**src/mvcc_read_view_visibility_assert.svh**
```systemverilog
// ---------------------------------------------------------------------------
// Assertion macros for the read-view visibility block
// Wrap concurrent checks so that synthesis sees no assertion text.
// ---------------------------------------------------------------------------
`ifndef MVCC_READ_VIEW_VISIBILITY_ASSERT_SVH
`define MVCC_READ_VIEW_VISIBILITY_ASSERT_SVH

`ifndef SYNTHESIS

// Check that a property holds at every clock edge outside reset.
`define MVCC_ASSERT(label, clk, rst_n, prop) \
    label: assert property (@(posedge clk) disable iff (!rst_n) (prop)) \
        else $error("mvcc assertion failed");

// Check that a condition never occurs outside reset.
`define MVCC_NEVER(label, clk, rst_n, cond) \
    label: assert property (@(posedge clk) disable iff (!rst_n) !(cond)) \
        else $error("mvcc forbidden condition seen");

`else

`define MVCC_ASSERT(label, clk, rst_n, prop)
`define MVCC_NEVER(label, clk, rst_n, cond)

`endif

`endif

```
**src/mvcc_pkg.sv**
```systemverilog
// ---------------------------------------------------------------------------
// mvcc_pkg
// Types and constants shared by the read-view visibility block.
// ---------------------------------------------------------------------------
package mvcc_pkg;

    localparam int ID_W = 27;
    localparam int NU_W = ID_W + 1;

    // Lowest-active value when no stored id is lower.
    localparam logic [ID_W-1:0] NO_ACTIVE = 27'd100000001;

    // Operation codes
    localparam logic [1:0] KIND_ADD    = 2'd0;
    localparam logic [1:0] KIND_REMOVE = 2'd1;
    localparam logic [1:0] KIND_CHECK  = 2'd2;

    // Status codes
    localparam logic [1:0] STATUS_OK        = 2'd0;
    localparam logic [1:0] STATUS_FULL      = 2'd1;
    localparam logic [1:0] STATUS_NOT_FOUND = 2'd2;

    typedef struct packed {
        logic [1:0]      kind;
        logic [ID_W-1:0] txn_id;
    } item_t;

    typedef struct packed {
        logic       visible;
        logic [1:0] status;
    } result_t;

    // Controller to datapath
    typedef struct packed {
        logic load;
        logic scan;
        logic commit;
    } mvcc_cmd_t;

    // Datapath to controller
    typedef struct packed {
        logic scan_last;
    } mvcc_stat_t;

endpackage

```
**src/mvcc_dpath.sv**
```systemverilog
// ---------------------------------------------------------------------------
// mvcc_dpath
// Id table, limits, slot scan and result register.
// ---------------------------------------------------------------------------
module mvcc_dpath
    import mvcc_pkg::*;
#(
    parameter int SLOTS = 16
)
(
    input  logic       clk,
    input  logic       rst_n,
    input  mvcc_cmd_t  cmd,
    output mvcc_stat_t stat,
    input  item_t      item,
    output result_t    result
);

    localparam int IDX_W = (SLOTS > 1) ? $clog2(SLOTS) : 1;
    localparam logic [IDX_W-1:0] LAST_IDX = IDX_W'(SLOTS - 1);

    logic [ID_W-1:0]  id_mem [SLOTS];
    logic [SLOTS-1:0] slot_vld_reg;

    item_t            item_reg;
    logic [IDX_W-1:0] scan_idx_reg;

    logic [ID_W-1:0]  rd_id_reg;
    logic             rd_vld_reg;
    logic [IDX_W-1:0] rd_idx_reg;
    logic             rd_go_reg;

    logic             found_reg;
    logic [IDX_W-1:0] hit_idx_reg;
    logic [ID_W-1:0]  min_reg;

    logic [ID_W-1:0]  lowest_reg;
    logic [NU_W-1:0]  nu_reg;        // zero stands for "nothing added yet"
    result_t          result_reg;

    logic             is_match;
    logic             take_hit;
    logic [NU_W-1:0]  id_ext;
    logic [NU_W-1:0]  id_inc;
    result_t          result_next;
    logic [ID_W-1:0]  lowest_next;
    logic [NU_W-1:0]  nu_next;

    assign stat.scan_last = (scan_idx_reg == LAST_IDX);
    assign result         = result_reg;

    // A hit is a free slot for add, a valid equal id otherwise.
    always_comb
    begin
        if (item_reg.kind == KIND_ADD)
        begin
            is_match = !rd_vld_reg;
        end
        else
        begin
            is_match = rd_vld_reg && (rd_id_reg == item_reg.txn_id);
        end
        take_hit = rd_go_reg && is_match && !found_reg;
    end

    assign id_ext = {1'b0, item_reg.txn_id};
    assign id_inc = id_ext + NU_W'(1);

    always_comb
    begin
        result_next = '0;
        lowest_next = lowest_reg;
        nu_next     = nu_reg;
        case (item_reg.kind)
            KIND_ADD:
            begin
                if (found_reg)
                begin
                    result_next.status = STATUS_OK;
                    if (id_inc > nu_reg)
                    begin
                        nu_next = id_inc;
                    end
                    if (item_reg.txn_id < lowest_reg)
                    begin
                        lowest_next = item_reg.txn_id;
                    end
                end
                else
                begin
                    result_next.status = STATUS_FULL;
                end
            end
            KIND_REMOVE:
            begin
                if (found_reg)
                begin
                    result_next.status = STATUS_OK;
                    lowest_next        = min_reg;
                end
                else
                begin
                    result_next.status = STATUS_NOT_FOUND;
                end
            end
            KIND_CHECK:
            begin
                if (item_reg.txn_id < lowest_reg)
                begin
                    result_next.visible = 1'b1;
                end
                else if (id_ext >= nu_reg)
                begin
                    result_next.visible = 1'b0;
                end
                else
                begin
                    result_next.visible = !found_reg;
                end
            end
            default:
            begin
                result_next = '0;
            end
        endcase
    end

    // Control state of the scan and the limits
    always_ff @(posedge clk or negedge rst_n)
    begin
        if (!rst_n)
        begin
            slot_vld_reg <= '0;
            rd_go_reg    <= 1'b0;
            lowest_reg   <= NO_ACTIVE;
            nu_reg       <= '0;
        end
        else
        begin
            rd_go_reg <= cmd.scan;
            if (cmd.commit)
            begin
                lowest_reg <= lowest_next;
                nu_reg     <= nu_next;
                if (found_reg && (item_reg.kind == KIND_ADD))
                begin
                    slot_vld_reg[hit_idx_reg] <= 1'b1;
                end
                if (found_reg && (item_reg.kind == KIND_REMOVE))
                begin
                    slot_vld_reg[hit_idx_reg] <= 1'b0;
                end
            end
        end
    end

    // Payload registers
    always_ff @(posedge clk)
    begin
        if (cmd.load)
        begin
            item_reg     <= item;
            scan_idx_reg <= '0;
            found_reg    <= 1'b0;
            min_reg      <= NO_ACTIVE;
        end
        else
        begin
            if (cmd.scan)
            begin
                scan_idx_reg <= scan_idx_reg + IDX_W'(1);
            end
            if (take_hit)
            begin
                found_reg   <= 1'b1;
                hit_idx_reg <= rd_idx_reg;
            end
            // Leave the removed copy out of the new minimum.
            if (rd_go_reg && rd_vld_reg && !take_hit && (rd_id_reg < min_reg))
            begin
                min_reg <= rd_id_reg;
            end
        end
        if (cmd.scan)
        begin
            rd_vld_reg <= slot_vld_reg[scan_idx_reg];
            rd_idx_reg <= scan_idx_reg;
        end
        if (cmd.commit)
        begin
            result_reg <= result_next;
        end
    end

    // Id table: one read port for the scan, one write port for add
    always_ff @(posedge clk)
    begin
        if (cmd.scan)
        begin
            rd_id_reg <= id_mem[scan_idx_reg];
        end
        if (cmd.commit && found_reg && (item_reg.kind == KIND_ADD))
        begin
            id_mem[hit_idx_reg] <= item_reg.txn_id;
        end
    end

endmodule

```
**src/mvcc_ctrl.sv**
```systemverilog
// ---------------------------------------------------------------------------
// mvcc_ctrl
// Sequencer for accept, table scan, commit and result hand-off.
// ---------------------------------------------------------------------------
`include "mvcc_read_view_visibility_assert.svh"

module mvcc_ctrl
    import mvcc_pkg::*;
(
    input  logic       clk,
    input  logic       rst_n,
    input  logic       in_valid,
    output logic       in_stall,
    output logic       out_valid,
    input  logic       out_stall,
    output mvcc_cmd_t  cmd,
    input  mvcc_stat_t stat
);

    typedef enum logic [1:0] {
        S_IDLE,
        S_SCAN,
        S_DRAIN,
        S_FINISH
    } state_t;

    state_t state_reg;
    logic   out_valid_reg;
    logic   out_busy;

    assign out_busy   = out_valid_reg && out_stall;
    assign in_stall   = (state_reg != S_IDLE);
    assign out_valid  = out_valid_reg;

    assign cmd.load   = (state_reg == S_IDLE) && in_valid;
    assign cmd.scan   = (state_reg == S_SCAN);
    assign cmd.commit = (state_reg == S_FINISH) && !out_busy;

    always_ff @(posedge clk or negedge rst_n)
    begin
        if (!rst_n)
        begin
            state_reg     <= S_IDLE;
            out_valid_reg <= 1'b0;
        end
        else
        begin
            // Drop valid after the transfer unless a new result replaces it.
            if (out_valid_reg && !out_stall && !cmd.commit)
            begin
                out_valid_reg <= 1'b0;
            end
            unique case (state_reg)
                S_IDLE:
                begin
                    if (in_valid)
                    begin
                        state_reg <= S_SCAN;
                    end
                end
                S_SCAN:
                begin
                    if (stat.scan_last)
                    begin
                        state_reg <= S_DRAIN;
                    end
                end
                S_DRAIN:
                begin
                    state_reg <= S_FINISH;
                end
                S_FINISH:
                begin
                    if (!out_busy)
                    begin
                        out_valid_reg <= 1'b1;
                        state_reg     <= S_IDLE;
                    end
                end
                default:
                begin
                    state_reg <= S_IDLE;
                end
            endcase
        end
    end

    `MVCC_ASSERT(a_commit_shows_result, clk, rst_n, cmd.commit |=> out_valid_reg)
    `MVCC_NEVER(a_no_overwrite, clk, rst_n, cmd.commit && out_valid_reg && out_stall)
    `MVCC_ASSERT(a_drain_then_finish, clk, rst_n, (state_reg == S_DRAIN) |=> (state_reg == S_FINISH))
    `MVCC_ASSERT(a_load_starts_scan, clk, rst_n, cmd.load |=> (state_reg == S_SCAN))

endmodule

```
**src/mvcc_read_view_visibility.sv**
```systemverilog
// Read-view visibility block: keeps a table of SLOTS active transaction ids with
// the lowest active id and one past the highest id ever added, and answers one
// result per item (add, remove or visibility check). Every item holds the input
// through an accept step, a scan of every table slot on the single read port
// of the id table, a drain step for the last read to land, and a commit step,
// which loads the result register. A finished result sits in the output
// register, so the next item transfers while the result still waits; commit
// holds only while an earlier result is stalled.
// No clearing pass runs after reset: slot valid bits reset in flip-flops.
// ---------------------------------------------------------------------------
// mvcc_read_view_visibility
// Top level: sequencer plus datapath for the MVCC read-view check.
// ---------------------------------------------------------------------------
module mvcc_read_view_visibility
    import mvcc_pkg::*;
#(
    parameter int SLOTS = 16
)
(
    input  logic    clk,
    input  logic    rst_n,
    input  logic    item_valid,
    output logic    item_stall,
    input  item_t   item,
    output logic    result_valid,
    input  logic    result_stall,
    output result_t result
);

    mvcc_cmd_t  cmd;
    mvcc_stat_t stat;

    // Sequence each transfer: accept, scan every slot, drain, commit.
    mvcc_ctrl u_ctrl (
        .clk       (clk),
        .rst_n     (rst_n),
        .in_valid  (item_valid),
        .in_stall  (item_stall),
        .out_valid (result_valid),
        .out_stall (result_stall),
        .cmd       (cmd),
        .stat      (stat)
    );

    // Hold the id table, both limits and the result register.
    mvcc_dpath #(
        .SLOTS (SLOTS)
    ) u_dpath (
        .clk    (clk),
        .rst_n  (rst_n),
        .cmd    (cmd),
        .stat   (stat),
        .item   (item),
        .result (result)
    );

endmodule

```
**config.mk**
```make
export PLATFORM = sky130hd
export DESIGN_NAME = mvcc_read_view_visibility
export DESIGN_NICKNAME = d
export VERILOG_FILES = /design/src/mvcc_pkg.sv /design/src/mvcc_dpath.sv /design/src/mvcc_ctrl.sv /design/src/mvcc_read_view_visibility.sv
export VERILOG_INCLUDE_DIRS = /design/src /design/src/src
export SDC_FILE = /design/constraint.sdc
export NUM_CORES = 1
export LEC_CHECK = 0
export BUFFER_PORTS_ARGS = -buffer_cell sky130_fd_sc_hd__buf_4
export CAP_MARGIN = 15
export CELL_PAD_IN_SITES_DETAIL_PLACEMENT = 0
export CELL_PAD_IN_SITES_GLOBAL_PLACEMENT = 1
export CORE_UTILIZATION = 58
export CTS_CLUSTER_DIAMETER = 40
export DETAILED_ROUTE_END_ITERATION = 6
export PLACE_DENSITY_LB_ADDON = 0.1
export SLEW_MARGIN = 10
export SYNTH_ARGS = -nofsm -noshare
export SYNTH_HDL_FRONTEND = slang
export SYNTH_SLANG_ARGS = --single-unit
export TNS_END_PERCENT = 5
```
**constraint.sdc**
```tcl
create_clock -name clk -period 8.6 [get_ports clk]
set_input_delay 1.29 -clock clk [delete_from_list [all_inputs] [get_ports clk]]
set_output_delay 1.29 -clock clk [all_outputs]
set_load 0.01 [all_outputs]
```
==> results of run 1 <==
-- cells by family (layout without fill, tap and decap cells) --
group | after synthesis | after routing | share of synthesized area [%]
buffers and inverters | 205 | 334 | 2.846
AOI/OAI and AO/OA | 261 | 261 | 6.669
xor gates and xnor gates | 54 | 54 | 1.710
adders and majority gates | 114 | 114 | 5.157
muxes | 195 | 195 | 13.39
DFF | 607 | 607 | 63.45
and+or+nand+nor | 394 | 394 | 6.777
-- cell usage after synthesis, types with 3 or more instances --
| library cell | count | area (sq um) |
|---|---|---|
| a211o_1 | 29 | 254.0 |
| a211oi_1 | 5 | 37.54 |
| a21o_1 | 11 | 82.58 |
| a21oi_1 | 62 | 310.3 |
| a221oi_1 | 27 | 236.5 |
| a31oi_1 | 4 | 25.02 |
| and3_1 | 4 | 25.02 |
| and4_1 | 3 | 26.28 |
| buf_1 | 8 | 30.03 |
| buf_2 | 14 | 70.07 |
| clkbuf_1 | 88 | 330.3 |
| dfrtp_1 | 62 | 1551 |
| dfstp_2 | 13 | 341.6 |
| dfxtp_1 | 32 | 640.6 |
| edfxtp_1 | 500 | 15010 |
| ha_1 | 114 | 1426 |
| inv_1 | 94 | 352.8 |
| mux2i_1 | 55 | 550.5 |
| mux4_2 | 140 | 3153 |
| nand2_1 | 84 | 315.3 |
| nand2b_1 | 7 | 43.79 |
| nand3_1 | 45 | 225.2 |
| nand4_1 | 51 | 319.1 |
| nor2_1 | 121 | 454.2 |
| nor2b_1 | 7 | 43.79 |
| nor3_1 | 41 | 205.2 |
| nor4_1 | 14 | 87.58 |
| o211ai_1 | 28 | 210.2 |
| o21a_1 | 4 | 30.03 |
| o21ai_0 | 31 | 155.2 |
| o21ai_1 | 8 | 40.04 |
| o31ai_1 | 6 | 45.04 |
| o32ai_1 | 25 | 219.0 |
| or2_2 | 3 | 18.77 |
| xnor2_1 | 17 | 148.9 |
| xor2_1 | 37 | 324.1 |
-- through the flow --
| stage | instance area [sq um] | util (%) | hold WS (ps) |
|---|---|---|---|
| after detailed placement | 28830 | 61.66 | 404.5 |
| after global routing | 31460 | 67.29 | 420.6 |
| final | 31460 | 67.29 | 416.9 |
| after floorplan | 27660 | - | 400.3 |
| after global placement | 28830 | 61.66 | 401.2 |
| after CTS | 31430 | 67.23 | 418.0 |
-- per-layer routing --
| layer | part of all wire, % | vias up | global-route usage [%] |
|---|---|---|---|
| met3 | 7.4 | 150 | 6.653 |
| met1 | 41 | 8553 | 40.70 |
| met4 | 3.0 | 0 | 9.793 |
| met2 | 49 | 640 | 49.55 |
| li1 | - | 7343 | - |
| met5 | 0 | - | 0 |
-- power breakdown --
| group | internal (mW) | switching (mW) |
|---|---|---|
| Combinational | 1.03 | 1.17 |
| Sequential | 3.58 | 0.369 |
| Clock | 1.88 | 1.32 |
-- worst max path at each step --
stage	start	cells past startpoint	to	slack, ps
after floorplan	result_stall	5	u_dpath.id_mem[1][0]	4320
after global placement	u_dpath.id_ext[0]	11	u_dpath.nu_reg[1]	3350
after detailed placement	u_dpath.id_ext[2]	10	u_dpath.nu_reg[1]	3190
after CTS	u_dpath.id_ext[5]	10	u_dpath.nu_reg[1]	3190
after global routing	u_dpath.id_ext[3]	10	u_dpath.nu_reg[15]	2710
final	u_dpath.id_ext[5]	10	u_dpath.nu_reg[1]	3070
-- final cells by class --
type | instances | share of cell area [%]
clock buffer | 99 | 6.817
clock inverter | 48 | 1.456
inverter | 95 | 1.134
multi-input combinational | 1018 | 30.11
sequential | 607 | 55.81
tap | 607 | 2.414
timing repair buffer | 92 | 2.259
==> summary.md, run 1 <==
| Metric | Value |
|---|---|
| Status | `finished, violations left` |
| Failing checks | `design-rule violations` |
| Nets | `2041` |
| Commonest non-fill, non-tap cell in the layout | `edfxtp_1` |
| Top FF cell, synth | `edfxtp_1` |
| Unrepaired setup endpoints after global routing | `no` |
| Detailed Route WL | `70860 microns` |
| Cell area power density | `297.1 nW/um^2` |
| Arr. time, crit path | `between 6000 and 7000 ps` |
| Drt pass-1 iters | `7` |
| Hold path start | `u_dpath.rd_idx_reg[2]` |
| Max VDD drop | `0.0002098 V` |
| Seq cells post-synth | `607` |
| Post-synthesis cell type count | `63` |
| Register area | `17560 sq um` |
| Io pins | `38` |
| Clock slew at reported path FFs | `60 ps` |
| Placement Setup Slack | `3189 ps` |
| Slew Viols, Final | `0` |
| Cell Area, Synth | `27660 sq um` |
| Initial antenna violation count | `0` |
| HP Class | `register to register` |
| Die X | `220.4 microns` |
| Std cell rows | `just under 80` |
| Number of buffers and inverters on the critical path | `0` |
| Avg Inst Size Synth | `15.11 sq um` |
| Slew @ Worst Pin | `1168 ps` |
| Core area | `46750 sq um` |
| Slew Limit Headroom | `between 20% and 30%` |
| Placed Cells | `2418` |
| Async set-reset flop share out of synthesis | `between 10% and 20%` |
| Critical Path Max Stage Delay | `1030 ps` |
| Worst-path cell chain | `and4_1, nand4_2, nor4b_1, xor2_1, ha_1, nand4_1, nor3_1, o311a_1, or4b_1, a311o_1` |
| Antenna-violating nets left | `0` |
| Slowest CP cell | `o311a_1` |
| Synth warn | `0` |
| R2r setup slk | `3070 ps` |
| Post-cts gate resize count | `0` |
| Layout cell share with drive strength beyond 1 | `20.93%` |
| Crit path max fanout | `30` |
| Clk_skew | `21.51 ps` |
| Initial cell density of the core | `59.15%` |
| FMAX | `0.1808 GHz` |
| CP endpoint kind | `register` |
| CTS Root Cell | `clkbuf_16` |
| Overflow after GRT | `0` |
| Via/cell ratio | `approximately 6.5` |
| Clk buf depth | `3` |
| Tmin final | `5530 ps` |
| CP required | `9150 ps` |
| Final GP Congestion | `0.8668` |
| Non-Filler Instances | `2566` |
| Hold_buf cts | `0` |
| Layout area overhead | `13.75%` |
| Largest net degree at the start of global routing | `84` |
| Global-route wire length before repair | `105200 microns` |
| CTS H-tree lvls | `3` |
| Period Utilization, post-route | `between 60% and 70%` |
| Startpoint types | `register` |
| CTS tree | `done` |
| Clock Latency Late Sink | `620 ps` |
| Final hold vios | `0` |
| Fill count | `roughly 3200` |
| EDFF count, synth | `500` |
| Hold Crit Depth | `0` |
| Most frequent cells in the layout | `edfxtp_1, mux4_2, ha_1` |
| Final TNS setup | `0 ps` |
| Antenna Cells | `0` |
| Final HPWL DP | `around 40000 microns` |
| # port buffers | `37` |
| Die footprint | `48560 sq um` |
| Synth Net Count | `1977` |
| Sequential area share after synthesis | `63.45%` |
| Crit path kind | `register to register` |
| Final Setup Violations | `0` |
| Max cap viols | `0` |
| Global-route usage over all layers | `roughly 30%` |
| CTS Sinks | `607` |
| Number of global-route vias before repair | `16724` |
| Reg-to-reg startpoint | `u_dpath.id_ext[5]` |
| Max reg flops | `432` |
| Total leakage power | `11.18 nW` |
| Total power | `9.347 mW` |
| Multi-input logic area | `about 9500 sq um` |
| Reg2reg path depth | `10` |
| Number of setup buffers added after CTS | `0` |
| # DRC | `3` |
| CP delay by family, top | `simple AND/OR/NAND/NOR gates` |
| Fin worst setup slack | `between 3000 and 4000 ps` |
| R2r endpoint | `u_dpath.nu_reg[1]` |
| Die height | `~220 microns` |
| WHS Endpoint | `u_dpath.hit_idx_reg[2]` |
| Vias after detailed routing | `16686` |
| Syn Inst Count | `approximately 1800` |
| Routed length per instance | `between 20 and 30 microns` |
| Starting DRT DRC Count | `roughly 1800` |
| CTS Buf Count | `80` |
Note: power is estimated with default switching activity, not from simulation.
==> run 2: changes to the inputs <==
CORE_UTILIZATION = 54   (was 58)
clock period = 5.4 ns   (was 8.6 ns; I/O delays follow)
==> summary.md, run 2 (same netlist as run 1, synthesis figures left out) <==
| Metric | Value |
|---|---|
| Status | `finished clean` |
| CTS H-tree lvls | `3 (unchanged)` |
| Detailed Route WL | `75140 microns (+6.0%)` |
| HP Class | `primary input to register` |
| Nets | `2072 (+1.5%)` |
| Hold Crit Depth | `1 (+1)` |
| Die height | `228.3 microns (+3.6%)` |
| GRT busiest layer | `met2` |
| CP endpoint kind | `register` |
| Final TNS setup | `0 ps (unchanged)` |
| Initial antenna violation count | `1 (+1)` |
| FMAX | `0.2150 GHz (+19%)` |
| CTS Sinks | `607 (unchanged)` |
| Number of setup buffers added after CTS | `0 (unchanged)` |
| Routed length per instance | `28.12 microns (+1.8%)` |
| Clock Latency Late Sink | `640 ps (+20 ps)` |
| GR Layer Usage met1 | `39.99% (-0.71 points)` |
| Slew @ Worst Pin | `1100 ps (-67.93 ps)` |
| Clock share of power | `37.6% (+3.4 points)` |
| Commonest non-fill, non-tap cell in the layout | `edfxtp_1` |
| Arr. time, crit path | `5180 ps (-900 ps)` |
| Global-route wire length before repair | `112300 microns (+6.8%)` |
| Max VDD drop | `0.0003815 V (+82%)` |
| Overflow after GRT | `0 (unchanged)` |
| Unrepaired setup endpoints after global routing | `no` |
| CTS tree | `done` |
| Final Util | `63.96% (-3.3 points)` |
| # port buffers | `37 (unchanged)` |
| Antenna Cells | `0 (unchanged)` |
| P_int | `11.05 mW (+70%)` |
| Switching part of the total power | `30.44% (-0.16 points)` |
| Total leakage power | `11.53 nW (+3.2%)` |
| Fill count | `3597 (+13%)` |
| Fin worst setup slack | `749.3 ps (-2321 ps)` |
| Vias after detailed routing | `17175 (+2.9%)` |
| Slew Limit Headroom | `26.66% (+4.5 points)` |
| Die footprint | `52130 sq um (+7.3%)` |
| Met3 Use GR | `5.339% (-1.3 points)` |
| Combinational share of power | `23.1% (-0.4 points)` |
| Non-Filler Instances | `2672 (+4.1%)` |
| Largest net degree at the start of global routing | `65 (-23%)` |
| Startpoint types | `register` |
| Clock slew at reported path FFs | `60 ps (about the same)` |
| Placed Cells | `2503 (+3.5%)` |
| Multi-input logic area | `9472 sq um (unchanged)` |
| GR met2 Demand/Resource | `47.54% (-2.0 points)` |
| Antenna-violating nets left | `0 (unchanged)` |
| Layout cell share with drive strength beyond 1 | `22.65% (+1.7 points)` |
| Slew Viols, Final | `0 (unchanged)` |
| Std cell rows | `82 (+3.8%)` |
| Cell area power density | `493.3 nW/um^2 (+66%)` |
| CTS Buf Count | `91 (+14%)` |
| Net Sw Power | `4.838 mW (+69%)` |
| Initial cell density of the core | `54.90% (-4.3 points)` |
| Final hold vios | `0 (unchanged)` |
| Crit path max fanout | `22 (-27%)` |
| Reg2reg path depth | `13 (+3)` |
| CP required | `5930 ps (-3220 ps)` |
| Register area | `17560 sq um (unchanged)` |
| Final Setup Violations | `0 (unchanged)` |
| CTS Root Cell | `clkbuf_16` |
| Placement Setup Slack | `866.7 ps (-2322 ps)` |
| Layout area overhead | `16.49%` |
| # DRC | `0 (-3)` |
| Number of global-route vias before repair | `17453 (+4.4%)` |
| Starting DRT DRC Count | `1653 (-7.3%)` |
| Seq pwr share | `39.3% (-2.9 points)` |
| Die X | `228.3 microns (+3.6%)` |
| Clk_skew | `28.28 ps (+6.770 ps)` |
| Tmin final | `4651 ps (-878.8 ps)` |
| Global-route usage over all layers | `29.58% (-0.76 points)` |
| Final HPWL DP | `44630 microns (+10%)` |
| Period Utilization, post-route | `86.12% (+22 points)` |
| Io pins | `38 (unchanged)` |
| Via/cell ratio | `6.428 (-1.2%)` |
| Most frequent cells in the layout | `edfxtp_1, mux4_2, ha_1` |
| Drt pass-1 iters | `6 (-1)` |
| Crit path kind | `register to register` |
| Max reg flops | `432 (unchanged)` |
| Core area | `50380 sq um (+7.7%)` |
| Max cap viols | `0 (unchanged)` |
| Clk buf depth | `3 (unchanged)` |
| Final GP Congestion | `0.8826 (+1.8%)` |
## run 2: timing repair
item / CTS / global route
hold endpoints to repair: 3 / 0
hold buffers: 1 / 0
gates resized for setup: 0 / 0
## run 2: power groups by stage
stage / clock, mW / combinational, mW / sequential (mW)
6_report: 5.98 / 3.67 / 6.24
5_1_grt: 6.26 / 4.01 / 6.29
2_1_floorplan: 0 / 2.66 / 6.09
3_3_place_gp: 0 / 3.58 / 6.32
4_1_cts: 6.05 / 3.69 / 6.24
3_5_place_dp: 0 / 3.66 / 6.32
## run 2: stage by stage
step	hold WS [ps]	area [sq um]	total power, mW
after floorplan	400.3	27660	8.743
after global placement	405.5	29090	9.909
after detailed placement	405.5	29090	9.984
after CTS	313.4	32220	15.98
after global routing	317.6	32220	16.55
final	342.8	32220	15.89
## run 2: per-layer routing
| metal | part of all wire, % | vias up |
|---|---|---|
| met5 | 0.024 | - |
| met4 | 4.3 | 2 |
| met3 | 7.3 | 170 |
| met2 | 48 | 758 |
| met1 | 40 | 8823 |
| li1 | - | 7422 |
## run 2: worst paths after layout
path / slack, ps / start / end
min in group asynchronous: 570 / rst_n / u_dpath.lowest_reg[17]
max in group asynchronous: 3690 / rst_n / u_dpath.lowest_reg[1]
setup reg to reg: 750 / u_dpath.id_ext[1] / u_dpath.nu_reg[11]
setup / recovery: 750 / u_dpath.id_ext[1] / u_dpath.nu_reg[11]
hold reg to reg: 420 / u_dpath.rd_idx_reg[2] / u_dpath.hit_idx_reg[2]
hold / removal: 340 / item[20] / u_dpath.id_ext[20]
## run 2: cell type report
cell class / count / area share, %
clock buffers: 106 / 7.305
inverters: 95 / 1.107
flip-flops and latches: 607 / 54.50
clock inverters: 62 / 2.388
multi-input cells: 1018 / 29.40
repair buffers: 112 / 2.695
well taps: 672 / 2.610
## run 2: worst max-delay path: stages, from the launching register on
cell,delay [ps]
edfxtp_1,800
ha_1,380
and3_1,230
nand3_1,270
nor4_1,420
xor2_1,220
ha_1,270
o21ai_1,140
o21ai_1,120
a211oi_4,290
nor2_2,100
or4b_1,810
buf_4,320
a21oi_1,160
==> run 3: changes to the inputs <==
clock period = 5.33 ns   (was 5.4 ns; I/O delays follow)
==> summary.md, run 3 (same netlist as run 1, synthesis figures left out) <==
| Metric | Value |
|---|---|
| Total leakage power | `11.44 nW (-0.78%)` |
| Max VDD drop | `0.0003399 V (-11%)` |
| Core area | `50380 sq um (unchanged)` |
| Io pins | `38 (unchanged)` |
| Slew @ Worst Pin | `1020 ps (-79.77 ps)` |
| Status | `finished clean` |
| Largest net degree at the start of global routing | `76 (+17%)` |
| Layout area overhead | `15.98%` |
| CP required | `5840 ps (-90 ps)` |
| Final TNS setup | `0 ps (unchanged)` |
| Met3 Use GR | `5.377% (+0.037 points)` |
| Hold_ws | `61.21 ps (-281.6 ps)` |
| Clk buf depth | `3 (unchanged)` |
| Max cap viols | `0 (unchanged)` |
| Overflow after GRT | `0 (unchanged)` |
| Clock Latency Late Sink | `640 ps (about the same)` |
| R2r setup slk | `1170 ps (+420 ps)` |
| Detailed Route WL | `73320 microns (-2.4%)` |
| Reg-to-reg startpoint | `u_dpath.id_ext[0]` |
| CTS Root Cell | `clkbuf_16` |
| CP endpoint kind | `register` |
| Hold_buf cts | `0 (-1)` |
| Fin worst setup slack | `1170 ps (+421.1 ps)` |
| Commonest non-fill, non-tap cell in the layout | `edfxtp_1` |
| CTS H-tree lvls | `3 (unchanged)` |
| Number of setup buffers added after CTS | `0 (unchanged)` |
| Clock slew at reported path FFs | `50 ps (about the same)` |
| Die footprint | `52130 sq um (unchanged)` |
| Post-cts gate resize count | `0 (unchanged)` |
| Reg2reg path depth | `12 (-1)` |
| FMAX | `0.2404 GHz (+12%)` |
| Final HPWL DP | `45340 microns (+1.6%)` |
| Most frequent cells in the layout | `edfxtp_1, mux4_2, buf_4` |
| Arr. time, crit path | `4670 ps (-510 ps)` |
| Startpoint types | `register` |
| Total power | `15.73 mW (-1.0%)` |
| Crit path kind | `register to register` |
| Layout cell share with drive strength beyond 1 | `22.36% (-0.29 points)` |
| Std cell rows | `82 (unchanged)` |
| Global-route wire length before repair | `110800 microns (-1.4%)` |
| Slew Limit Headroom | `31.73% (+5.1 points)` |
| Max reg flops | `432 (unchanged)` |
| R2r endpoint | `u_dpath.nu_reg[1]` |
| # port buffers | `37 (unchanged)` |
| Crit path max fanout | `15 (-32%)` |
| Initial cell density of the core | `54.90% (unchanged)` |
| CTS Sinks | `607 (unchanged)` |
| Routed length per instance | `27.43 microns (-2.5%)` |
| GR met2 Demand/Resource | `47.65% (+0.10 points)` |
| Die height | `228.3 microns (unchanged)` |
| # DRC | `0 (unchanged)` |
| Starting DRT DRC Count | `1528 (-7.6%)` |
| Final GP Congestion | `0.8800 (-0.29%)` |
| CTS Buf Count | `87 (-4.4%)` |
| Number of global-route vias before repair | `17367 (-0.49%)` |
| Initial antenna violation count | `1 (unchanged)` |
| Final hold vios | `0 (unchanged)` |
| Final Util | `63.67% (-0.28 points)` |
| CTS tree | `done` |
| Global-route usage over all layers | `28.97% (-0.61 points)` |
| GRT busiest layer | `met2` |
| Antenna-violating nets left | `0 (unchanged)` |
| Nets | `2073 (+0.048%)` |
| Tmin final | `4160 ps (-491.1 ps)` |
| HP Class | `primary input to asynchronous set/reset pin` |
| Slew Viols, Final | `0 (unchanged)` |
| Placement Setup Slack | `1235 ps (+368.5 ps)` |
| Drt pass-1 iters | `6 (unchanged)` |
| Fill count | `3707 (+3.1%)` |
| GR Layer Usage met1 | `39.08% (-0.91 points)` |
| Cell area power density | `490.3 nW/um^2 (-0.60%)` |
| Via/cell ratio | `6.336 (-1.4%)` |
| Final Setup Violations | `0 (unchanged)` |
| Clk_skew | `23.82 ps (-4.460 ps)` |
| Vias after detailed routing | `16936 (-1.4%)` |
| Die X | `228.3 microns (unchanged)` |
| Period Utilization, post-route | `78.04% (-8.1 points)` |
| Unrepaired setup endpoints after global routing | `no` |
-- run 3: cell count changes in the layout (fill, tap and decap cells not counted), sizes merged, moves of 4 or more --
cell | before | now
buf | 111 | 117
bufinv | 10 | 6
clkbuf | 106 | 102
clkinv | 24 | 34
clkinvlp | 6 | 10
inv | 117 | 105
-- run 3: how the worst max path moves through the flow --
stage | start | to | slack (ps) | cells past startpoint
3_3_place_gp | u_dpath.id_ext[0] | u_dpath.nu_reg[1] | 1260 | 13
2_1_floorplan | u_dpath.id_ext[3] | u_dpath.nu_reg[1] | 1280 | 14
5_1_grt | u_dpath.id_ext[0] | u_dpath.nu_reg[1] | 820 | 12
4_1_cts | u_dpath.id_ext[0] | u_dpath.nu_reg[1] | 1210 | 12
6_report | u_dpath.id_ext[0] | u_dpath.nu_reg[1] | 1170 | 12
3_5_place_dp | u_dpath.id_ext[0] | u_dpath.nu_reg[1] | 1240 | 12
-- run 3: per-stage QoR --
step                      instance area [sq um]  cells
after global routing                      32070   2671
final                                     32080   2673
after CTS                                 32040   2670
after detailed placement                  29120   2508
after global placement                    29120   2508
after floorplan                           27660   1830
-- run 3: critical path, stage by stage, from the launching register on --
cell,delay [ps]
edfxtp_1,570
ha_1,330
and3_1,240
nand3_1,260
nor4_1,410
xor2_1,230
ha_1,270
nand4_1,150
nor3_1,110
o311a_1,330
or4b_1,600
buf_4,220
a311o_1,320
-- run 3: power breakdown --
part	switching (mW)	internal (mW)
registers	0.506	5.77
logic	2.07	1.71
clock network	2.23	3.45
-- run 3: final cells by class --
cell class,instances,area [sq um],share of cell area (%)
clock buffer,102,2307,7.193
clock inverter,60,613.1,1.911
sequential,607,17560,54.74
tap,672,840.8,2.621
inverter,95,356.6,1.112
multi-input combinational,1018,9472,29.53
antenna,2,5.005,0.01560
timing repair buffer,117,923.4,2.879
-- run 3: layer usage --
| layer | part of all wire [%] | wire length (microns) |
|---|---|---|
| met1 | 41 | 30110 |
| met2 | 49 | 35920 |
| met3 | 6.7 | 4932 |
| met4 | 3.2 | 2355 |
| met5 | 0 | 0 |
